### config.mk
export PLATFORM = sky130hd
export DESIGN_NAME = websocket_frame_receiver
export DESIGN_NICKNAME = d
export VERILOG_FILES = /design/src/sv/wsfr_pkg.sv /design/src/sv/wsfr_step.sv /design/src/sv/websocket_frame_receiver.sv
export SDC_FILE = /design/constraint.sdc
export NUM_CORES = 1
export LEC_CHECK = 0
export BUFFER_PORTS_ARGS = -buffer_cell sky130_fd_sc_hd__buf_2
export CAP_MARGIN = 10
export CORE_MARGIN = 2
export CORE_UTILIZATION = 40
export CTS_CLUSTER_SIZE = 28
export DETAILED_ROUTE_END_ITERATION = 12
export GPL_ROUTABILITY_DRIVEN = 1
export PLACE_DENSITY_LB_ADDON = 0.12
export SYNTH_ARGS = -nofsm -noshare
export SYNTH_HDL_FRONTEND = slang
export SYNTH_SLANG_ARGS = --single-unit
### constraint.sdc
create_clock -name clk -period 7.6 [get_ports clk]
set_clock_uncertainty 0.15 [all_clocks]
set_input_delay 0.76 -clock clk [delete_from_list [all_inputs] [get_ports clk]]
set_output_delay 0.76 -clock clk [all_outputs]
set_load 0.005 [all_outputs]
### src/sv/wsfr_pkg.sv
`timescale 1ns / 1ps

package wsfr_pkg;

  // Parser phase.
  typedef enum logic [1:0] {
    PH_HEADER  = 2'd0,
    PH_PAYLOAD = 2'd1,
    PH_HALTED  = 2'd2
  } phase_t;

  // Result kinds.
  localparam logic [1:0] KIND_DATA  = 2'd0;
  localparam logic [1:0] KIND_EMPTY = 2'd1;
  localparam logic [1:0] KIND_CLOSE = 2'd2;
  localparam logic [1:0] KIND_ERROR = 2'd3;

  // Error codes.
  localparam logic [2:0] ERR_NONE    = 3'd0;
  localparam logic [2:0] ERR_FIN     = 3'd1;
  localparam logic [2:0] ERR_OPCODE  = 3'd2;
  localparam logic [2:0] ERR_LEN64   = 3'd3;
  localparam logic [2:0] ERR_TOOLONG = 3'd4;

  // Opcodes.
  localparam logic [3:0] OP_TEXT   = 4'd1;
  localparam logic [3:0] OP_BINARY = 4'd2;
  localparam logic [3:0] OP_CLOSE  = 4'd8;

  // Header byte positions that need special handling.
  localparam logic [2:0] HDR_FIRST    = 3'd0;
  localparam logic [2:0] HDR_LEN      = 3'd1;
  localparam logic [2:0] HDR_SHORT_END = 3'd5;
  localparam logic [2:0] HDR_EXT_END  = 3'd7;
  localparam logic [2:0] HDR_EXT_NEXT = 3'd6;

  // Length field codes.
  localparam logic [15:0] LEN_SHORT_MAX = 16'd125;
  localparam logic [15:0] LEN_EXT16     = 16'd126;

  // Reset value of the length limit register.
  localparam logic [15:0] MAX_LEN_RESET = 16'd2040;

  // Parser state carried from byte to byte.
  typedef struct packed {
    phase_t      phase;
    logic [2:0]  header_count;
    logic [3:0]  frame_opcode;
    logic        fin_seen;
    logic [15:0] frame_length;
    logic [31:0] mask_key;
    logic [15:0] payload_count;
  } frame_state_t;

  // One result produced by a byte.
  typedef struct packed {
    logic        valid;
    logic [1:0]  kind;
    logic [7:0]  data;
    logic        is_text;
    logic        last;
    logic [2:0]  error_code;
  } result_t;

endpackage

### src/sv/wsfr_step.sv
`timescale 1ns / 1ps

module wsfr_step (
  input  wsfr_pkg::frame_state_t cur,
  input  logic [7:0]             rx_byte,
  input  logic [15:0]            max_payload_len,
  output wsfr_pkg::frame_state_t next,
  output wsfr_pkg::result_t      res
);

  logic [7:0]  key_byte;
  logic [15:0] count_inc;
  logic        payload_last;
  logic        text_frame;
  logic        op_valid;
  logic [31:0] key_shifted;
  logic        len_zero;

  // Key byte for the current payload position; the first key byte sits at the top.
  always_comb begin
    case (cur.payload_count[1:0])
      2'd0:    key_byte = cur.mask_key[31:24];
      2'd1:    key_byte = cur.mask_key[23:16];
      2'd2:    key_byte = cur.mask_key[15:8];
      default: key_byte = cur.mask_key[7:0];
    endcase
  end

  // Shared conditions.
  assign count_inc    = cur.payload_count + 16'd1;
  assign payload_last = (count_inc == cur.frame_length);
  assign text_frame   = (cur.frame_opcode == wsfr_pkg::OP_TEXT);
  assign op_valid     = text_frame || (cur.frame_opcode == wsfr_pkg::OP_BINARY);
  assign key_shifted  = {cur.mask_key[23:0], rx_byte};
  assign len_zero     = (cur.frame_length == 16'd0);

  // Next state.
  always_comb begin
    next = cur;
    case (cur.phase)
      wsfr_pkg::PH_PAYLOAD: begin
        if (payload_last) begin
          next.phase         = wsfr_pkg::PH_HEADER;
          next.header_count  = wsfr_pkg::HDR_FIRST;
          next.payload_count = 16'd0;
        end else begin
          next.payload_count = count_inc;
        end
      end
      wsfr_pkg::PH_HEADER: begin
        case (cur.header_count)
          wsfr_pkg::HDR_FIRST: begin
            next.fin_seen     = rx_byte[7];
            next.frame_opcode = rx_byte[3:0];
            next.header_count = wsfr_pkg::HDR_LEN;
          end
          wsfr_pkg::HDR_LEN: begin
            next.frame_length = {9'd0, rx_byte[6:0]};
            next.header_count = cur.header_count + 3'd1;
          end
          wsfr_pkg::HDR_SHORT_END: begin
            next.mask_key = key_shifted;
            if (!cur.fin_seen || !op_valid) begin
              // Missing FIN, close frame and bad opcode all stop the parser.
              next.phase = wsfr_pkg::PH_HALTED;
            end else if (cur.frame_length <= wsfr_pkg::LEN_SHORT_MAX) begin
              next.header_count  = wsfr_pkg::HDR_FIRST;
              next.payload_count = 16'd0;
              next.phase = len_zero ? wsfr_pkg::PH_HEADER : wsfr_pkg::PH_PAYLOAD;
            end else if (cur.frame_length == wsfr_pkg::LEN_EXT16) begin
              next.frame_length = key_shifted[31:16];
              next.header_count = wsfr_pkg::HDR_EXT_NEXT;
            end else begin
              next.phase = wsfr_pkg::PH_HALTED;
            end
          end
          wsfr_pkg::HDR_EXT_END: begin
            next.mask_key = key_shifted;
            if (cur.frame_length > max_payload_len) begin
              next.phase = wsfr_pkg::PH_HALTED;
            end else begin
              next.header_count  = wsfr_pkg::HDR_FIRST;
              next.payload_count = 16'd0;
              next.phase = len_zero ? wsfr_pkg::PH_HEADER : wsfr_pkg::PH_PAYLOAD;
            end
          end
          default: begin
            next.mask_key     = key_shifted;
            next.header_count = cur.header_count + 3'd1;
          end
        endcase
      end
      default: begin
        next = cur;
      end
    endcase
  end

  // Result for this byte.
  always_comb begin
    res = '0;
    case (cur.phase)
      wsfr_pkg::PH_PAYLOAD: begin
        res.valid   = 1'b1;
        res.kind    = wsfr_pkg::KIND_DATA;
        res.data    = rx_byte ^ key_byte;
        res.is_text = text_frame;
        res.last    = payload_last;
      end
      wsfr_pkg::PH_HEADER: begin
        if (cur.header_count == wsfr_pkg::HDR_SHORT_END) begin
          res.valid = 1'b1;
          if (!cur.fin_seen) begin
            res.kind       = wsfr_pkg::KIND_ERROR;
            res.error_code = wsfr_pkg::ERR_FIN;
          end else if (cur.frame_opcode == wsfr_pkg::OP_CLOSE) begin
            res.kind = wsfr_pkg::KIND_CLOSE;
          end else if (!op_valid) begin
            res.kind       = wsfr_pkg::KIND_ERROR;
            res.error_code = wsfr_pkg::ERR_OPCODE;
          end else if (cur.frame_length <= wsfr_pkg::LEN_SHORT_MAX) begin
            res.valid   = len_zero;
            res.kind    = wsfr_pkg::KIND_EMPTY;
            res.is_text = text_frame;
          end else if (cur.frame_length == wsfr_pkg::LEN_EXT16) begin
            res.valid = 1'b0;
          end else begin
            res.kind       = wsfr_pkg::KIND_ERROR;
            res.error_code = wsfr_pkg::ERR_LEN64;
          end
        end else if (cur.header_count == wsfr_pkg::HDR_EXT_END) begin
          if (cur.frame_length > max_payload_len) begin
            res.valid      = 1'b1;
            res.kind       = wsfr_pkg::KIND_ERROR;
            res.error_code = wsfr_pkg::ERR_TOOLONG;
          end else begin
            res.valid   = len_zero;
            res.kind    = wsfr_pkg::KIND_EMPTY;
            res.is_text = text_frame;
          end
        end
      end
      default: begin
        res = '0;
      end
    endcase
  end

endmodule

### src/sv/websocket_frame_receiver.sv
`timescale 1ns / 1ps
// The result of a byte is registered at the clock edge that accepts the byte.
// Throughput: one byte per cycle; the result register stalls the input only while it is full
// and the downstream side is stalling.
// Reset (synchronous, active high) returns the parser to the start of a header, empties the
// result register and sets max_payload_len to 2040.
module websocket_frame_receiver (
  input  logic        clk,
  input  logic        rst,
  input  logic        cfg_wr_en,
  input  logic [15:0] cfg_wr_data,
  input  logic        in_valid,
  output logic        in_stall,
  input  logic [7:0]  rx_byte,
  output logic        out_valid,
  input  logic        out_stall,
  output logic [1:0]  kind,
  output logic [7:0]  data,
  output logic        is_text,
  output logic        last,
  output logic [2:0]  error_code
);

  wsfr_pkg::frame_state_t state;
  wsfr_pkg::frame_state_t state_next;
  wsfr_pkg::result_t      res;
  logic [15:0]            max_payload_len;
  logic                   in_accept;
  logic                   out_free;

  // The result register can take a new transaction when empty or being drained.
  assign out_free  = !out_valid || !out_stall;
  assign in_stall  = !out_free;
  assign in_accept = in_valid && out_free;

  // Byte parser.
  wsfr_step u_step (
    .cur             (state),
    .rx_byte         (rx_byte),
    .max_payload_len (max_payload_len),
    .next            (state_next),
    .res             (res)
  );

  // Length limit register.
  always_ff @(posedge clk) begin
    if (rst) begin
      max_payload_len <= wsfr_pkg::MAX_LEN_RESET;
    end else if (cfg_wr_en) begin
      max_payload_len <= cfg_wr_data;
    end
  end

  // Parser state.
  always_ff @(posedge clk) begin
    if (rst) begin
      state <= '{phase: wsfr_pkg::PH_HEADER, default: '0};
    end else if (in_accept) begin
      state <= state_next;
    end
  end

  // Result register.
  always_ff @(posedge clk) begin
    if (rst) begin
      out_valid <= 1'b0;
    end else if (out_free) begin
      out_valid <= in_accept && res.valid;
    end
  end

  always_ff @(posedge clk) begin
    if (out_free && in_accept && res.valid) begin
      kind       <= res.kind;
      data       <= res.data;
      is_text    <= res.is_text;
      last       <= res.last;
      error_code <= res.error_code;
    end
  end

endmodule

======== After elaboration in Yosys (flattened, before gate mapping) ========
Cells that the tools add are included.
cells by class
  add/sub/neg operators ................... 2
  $mul .................................... 0
  div/mod/pow operators ................... 0
  order comparisons ....................... 2
  equality and inequality tests ........... 21
  shift operators ......................... 0
  mux-type cells .......................... 52
  bitwise gates (word level) .............. 2
  reduce and logical (&&, ||, !) cells .... 25
operators with widths
  operator                                                                           count
  16-bit 2-to-1 mux                                                                  7
  16-bit one-hot mux with 2 select lines                                             3
  3-bit 2-to-1 mux                                                                   14
  8-bit one-hot mux with 3 select lines                                              1
  6-bit AND reduction                                                                3
  16-bit by 1-bit adder with 16-bit output, second input constant                    1
  16-bit equality test                                                               1
  16-bit by 7-bit equality test with 1-bit output, second input constant             1
  16-bit greater-than comparator                                                     1
  16-bit by 7-bit less-or-equal comparator with 1-bit output, second input constant  1
  16-bit zero test                                                                   1
  2-bit 2-to-1 mux                                                                   8
  1-bit 2-to-1 mux                                                                   12
  5-bit 2-to-1 mux                                                                   2
  5-bit one-hot mux with 2 select lines                                              1
  3-bit one-hot mux with 3 select lines                                              1
  8-bit XOR                                                                          1
  3-bit equality test, second input constant                                         2
  3-bit inequality test, second input constant                                       2
  3-bit one-hot mux with 2 select lines                                              1
  3-bit AND reduction                                                                2
  1-bit zero test                                                                    5
  5-bit by 3-bit inequality test with 1-bit output, second input constant            1
  5-bit AND reduction                                                                1
  other kinds (21)                                                                   31
storage, ports and cells
  register bits after elaboration ......... 106
  latch bits .............................. 0
  bits in writable memories ............... 0
  bits in read-only memories .............. 0
  input port bits ......................... 29
  memories kept ........................... 0

======== Longest topological paths before layout ========
  word-level depth ........................ 9
  mapped depth ............................ 10
  depth with buffers taken out ............ 9

======== By module ========
Synthesis repeated with hierarchy kept, for this count alone.
second synthesis, totals
  cells, all modules ...................... 857
  area total of the unflattened synthesis .. 7490.9 µm²
by module, submodules not included
  module                    instances  cells each  area an instance (µm²)  seq. area each (µm²)
  websocket_frame_receiver  1          394         4429.2                  2272.2
  wsfr_step                 1          463         3061.7                  0.0

======== Worst setup path before layout ========
OpenSTA, ideal clock, no wires.
  path type ............................... input to register
  from .................................... in out_stall
  to ...................................... reg data[0] (enable)
  setup time .............................. 0.398 ns
  arrival time ............................ 2.547 ns
  required time ........................... 7.052 ns
  setup slack ............................. 4.504 ns
  cell stages on the path ................. 5
  buffers on the path ..................... 2
  path through ............................ and2_1 or3b_1 clkbuf_1 clkbuf_1 a31oi_1
between the ends
  cells in the longest elaborated chain, start to end .. 5
ends and longest elaborated chain
  item                              RTL line                        RTL
  start: declaration                websocket_frame_receiver.sv:16  input logic out_stall,
  1-bit zero test *                 websocket_frame_receiver.sv:32  assign out_free = !out_valid || !out_stall;
  1-bit logical OR *                websocket_frame_receiver.sv:32
  1-bit logical AND                 websocket_frame_receiver.sv:34  assign in_accept = in_valid && out_free;
  1-bit logical AND * (2 in a row)  websocket_frame_receiver.sv:73  if (out_free && in_accept && res.valid) begin
  end signal: assignment            websocket_frame_receiver.sv:75  data <= res.data;
  end: declaration                  websocket_frame_receiver.sv:18  output logic [7:0] data,
Mark *: on every way between the ends. The rest lies on a longest branch, timed or not.
A chain may end at the register's enable or synchronous reset.

======== Worst setup path after layout ========
  from .................................... reg state[0] (netlist name)
  to ...................................... reg state[69] (netlist name)
between the ends
  cells in the longest elaborated chain, start to end .. 4
ends and longest elaborated chain
  item                                                        RTL line                        RTL
  start: declaration                                          websocket_frame_receiver.sv:24  wsfr_pkg::frame_state_t state;
  start signal: assignment                                    websocket_frame_receiver.sv:59  state <= state_next;
  16-bit by 1-bit adder with 16-bit output                    wsfr_step.sv:30                 assign count_inc = cur.payload_count + 16'd1;
  16-bit equality test                                        wsfr_step.sv:31                 assign payload_last = (count_inc == cur.frame_length);
  2-bit by 1-bit inequality test with 1-bit output (no line)  -
  6-bit AND reduction (no line)                               -
Every way passes these cells.

==> flow_metrics.tcl <==
set metrics [dict create \
    run_status "finished, final reports clean" \
    syn_nets 760 \
    yosysTopAreaCellShare 0.3141 \
    cts_tree "yes" \
    hold_path_class "flop to flop" \
    reg2regPathDepth 8 \
    setup_viol 0 \
    busiest_layer "met2" \
    utilization 0.4424 \
    route.antenna.remaining_nets 0 \
    routed_wl_mm 15.35 \
    drc_errors 0 \
    synth.ff_latch_count 106 \
    power.density_nw_per_um2 178.4 \
    cp_max_fo 30 \
    met1_usage 0.2702 \
    cp-end-kind "flop" \
    finalCritPeriodShare 0.4616 \
    routed_via_density 5.639 \
    start_util 0.4037 \
    hold_viol 0 \
    cts_root_buffer "clkbuf_16" \
    rrSetupSlack_ns 4.09 \
    period_needed_ns 3.508 \
    cp.arrival_ns 3.56 \
    nets 773 \
    htreeDepth 3 \
    grt_usage 0.2035 \
    maxCapViolations 0 \
    antenna_cells 0 \
    hold_buffers 0 \
    synth_area_leaders "dfxtp_1 (31%), nand2_1 (9.8%), edfxtp_1 (7.8%)" \
    tightestPinTransition_ns 1.135 \
    cp-start-kind "flop" \
    synth_edf_count 15 \
    antenna_found_initial 0 \
    r2r_start "state[0]" \
    die_h_um 124.4 \
    wire_per_inst_um 16.90 \
    rsz0062_at_grt "no" \
    cts.sinks 106 \
    syn_inst 706 \
    post_cts_buffers 0 \
    fp-row-count 44 \
    synth_common_cells "nand2_1 (152), dfxtp_1 (91), a21oi_1 (55), nor2_1 (51), clkbuf_1 (29)" \
    clk_latency_ns 0.36 \
    area_delta_synth_final_pct 9.599 \
    post_route_cells_drive_above_1_share 0.1174 \
    gr-usage-met2 0.3375 \
    synth_cell_types 70 \
    power_leakage_nw 2.345 \
    first_iter_violations 346 \
    die_x_um 124.4 \
    crit_type "flop to flop" \
    mappedNetlistArea_um2 5801 \
    dp_hpwl_mm 10.81 \
    tns_ns 0 \
    die_area_um2 15480 \
    grt_pass1_wl_mm 25.43 \
    cp-startpoint "state[0]" \
    async_reset_ff_frac 0 \
    vias 5120 \
    grtUsageMet3 0.03393 \
    synth_area_per_cell_um2 8.216 \
    maxSlewViolCount 0 \
    grt_max_degree 85 \
    clk_pin_slew_ns 0.07 \
    port-buffer-count 45 \
    max_freq_mhz 285.1 \
    ys_seq_area_frac 0.3917 \
    core_area_um2 14370 \
    hold_ws_ns 0.3082 \
    grt_pass1_vias 4856 \
    slew_headroom 0.2411 \
    grt-ovfl-total 0 \
    dr.pass1.iters 6 \
    ctsLongestPathBuffers 2 \
    io_pins 46 \
    synth_warnings 0 \
    critPathRequiredTime_ns 7.65 \
    crit_end "state[69]" \
    synth_top_area_cell "dfxtp_1" \
    ys.flop_type "dfxtp_1" \
    synthMostInstantiatedCell "nand2_1" \
    cts-resized-gates 0 \
    reg2reg_to "state[69]" \
    fin_total_pwr_mw 1.134 \
    peakVddDrop_uv 95.46 \
    cts_buffers 9 \
    globalplace.congestion 0.8650 \
]
[worst max-delay path: stages (launching register included)]
cell and delay (ns):
dfxtp_1 0.54, ha_1 0.33, nand3_2 0.25, nor4_2 0.30, a211oi_1 0.14, nor4_2 0.33, nand4_2 0.74, a21oi_4 0.44
o31ai_1 0.11
[routing by layer]
layer / routed length (µm) / part of all wire / up-vias
met1: 7260 / 0.47 / 2458
met3: 588 / 0.038 / 23
met5: 0 / 0 / -
met2: 7196 / 0.47 / 118
met4: 303 / 0.020 / 0
li1: - / - / 2521
[logic make-up after synthesis]
logic type / count (synthesis) / share of synthesized area
AOI/OAI and AO/OA: 143 / 0.1616
adders and majority gates: 25 / 0.05393
xor gates and xnor gates: 34 / 0.05134
buffers and inverters: 72 / 0.05285
muxes: 14 / 0.02437
and+or+nand+nor: 312 / 0.2642
DFF: 106 / 0.3917
[flip-flops by register name (all words and copies together), names as in the netlist]
register / flops
out_valid: 1
state: 74
data: 8
kind: 2
last: 1
max_payload_len: 16
is_text: 1
error_code: 3
[layout make-up]
type	count	area, µm²
Multi-Input combinational cell	528	3232
Tap cell	184	230.2
Clock inverter	6	48.80
Timing Repair Buffer	48	247.7
Clock buffer	10	229.0
Fill cell	1433	8011
Sequential cell	106	2272
Inverter	26	97.59
[cell usage in the layout, fill, tap and decap left out, types with 4 or more instances in the layout]
cell         n
a21oi_1     55
a222oi_1     8
a311oi_1     8
a31oi_1     14
and2_1       6
and3_1       4
and4_1       4
buf_2       45
clkbuf_16    9
dfxtp_1     91
edfxtp_1    15
ha_1        25
inv_1       25
mux2i_1     13
nand2_1    152
nand2b_1     4
nand3_1     26
nand4_1     16
nand4b_1     5
nor2_1      51
nor3_1      12
nor4_1       4
nor4_2       4
o211ai_1     9
o21ai_0     17
o31ai_1      4
xnor2_1     27
xor2_1       7
[how the worst min path moves through the flow]
| stage | endpoint | cells past startpoint | from | slack, ns |
|---|---|---|---|---|
| after CTS | state[41] | 2 | state[41] | 0.31 |
| final | state[41] | 2 | state[41] | 0.31 |
| after floorplan | state[40] | 2 | state[40] | 0.29 |
| after detailed placement | state[41] | 2 | state[41] | 0.30 |
| after global routing | state[42] | 2 | state[42] | 0.33 |
| after global placement | state[47] | 2 | state[47] | 0.29 |
[where the power goes]
group / switching (mW) / total (mW) / leakage (nW) / internal (mW)
registers: 0.0137 / 0.593 / 0.876 / 0.579
logic: 0.0590 / 0.0926 / 1.34 / 0.0336
clock network: 0.223 / 0.449 / 0.131 / 0.226
total: 0.296 / 1.13 / 2.35 / 0.839
[metrics by stage]
stage	area [µm²]	worst slack, ns	cells
3_3_place_gp	6080	4.144	892
3_5_place_dp	6080	4.016	892
2_1_floorplan	5801	4.504	706
6_report	6357	4.092	908
5_1_grt	6357	3.831	908
4_1_cts	6357	4.135	908
Note: power is estimated with default switching activity, not from simulation.
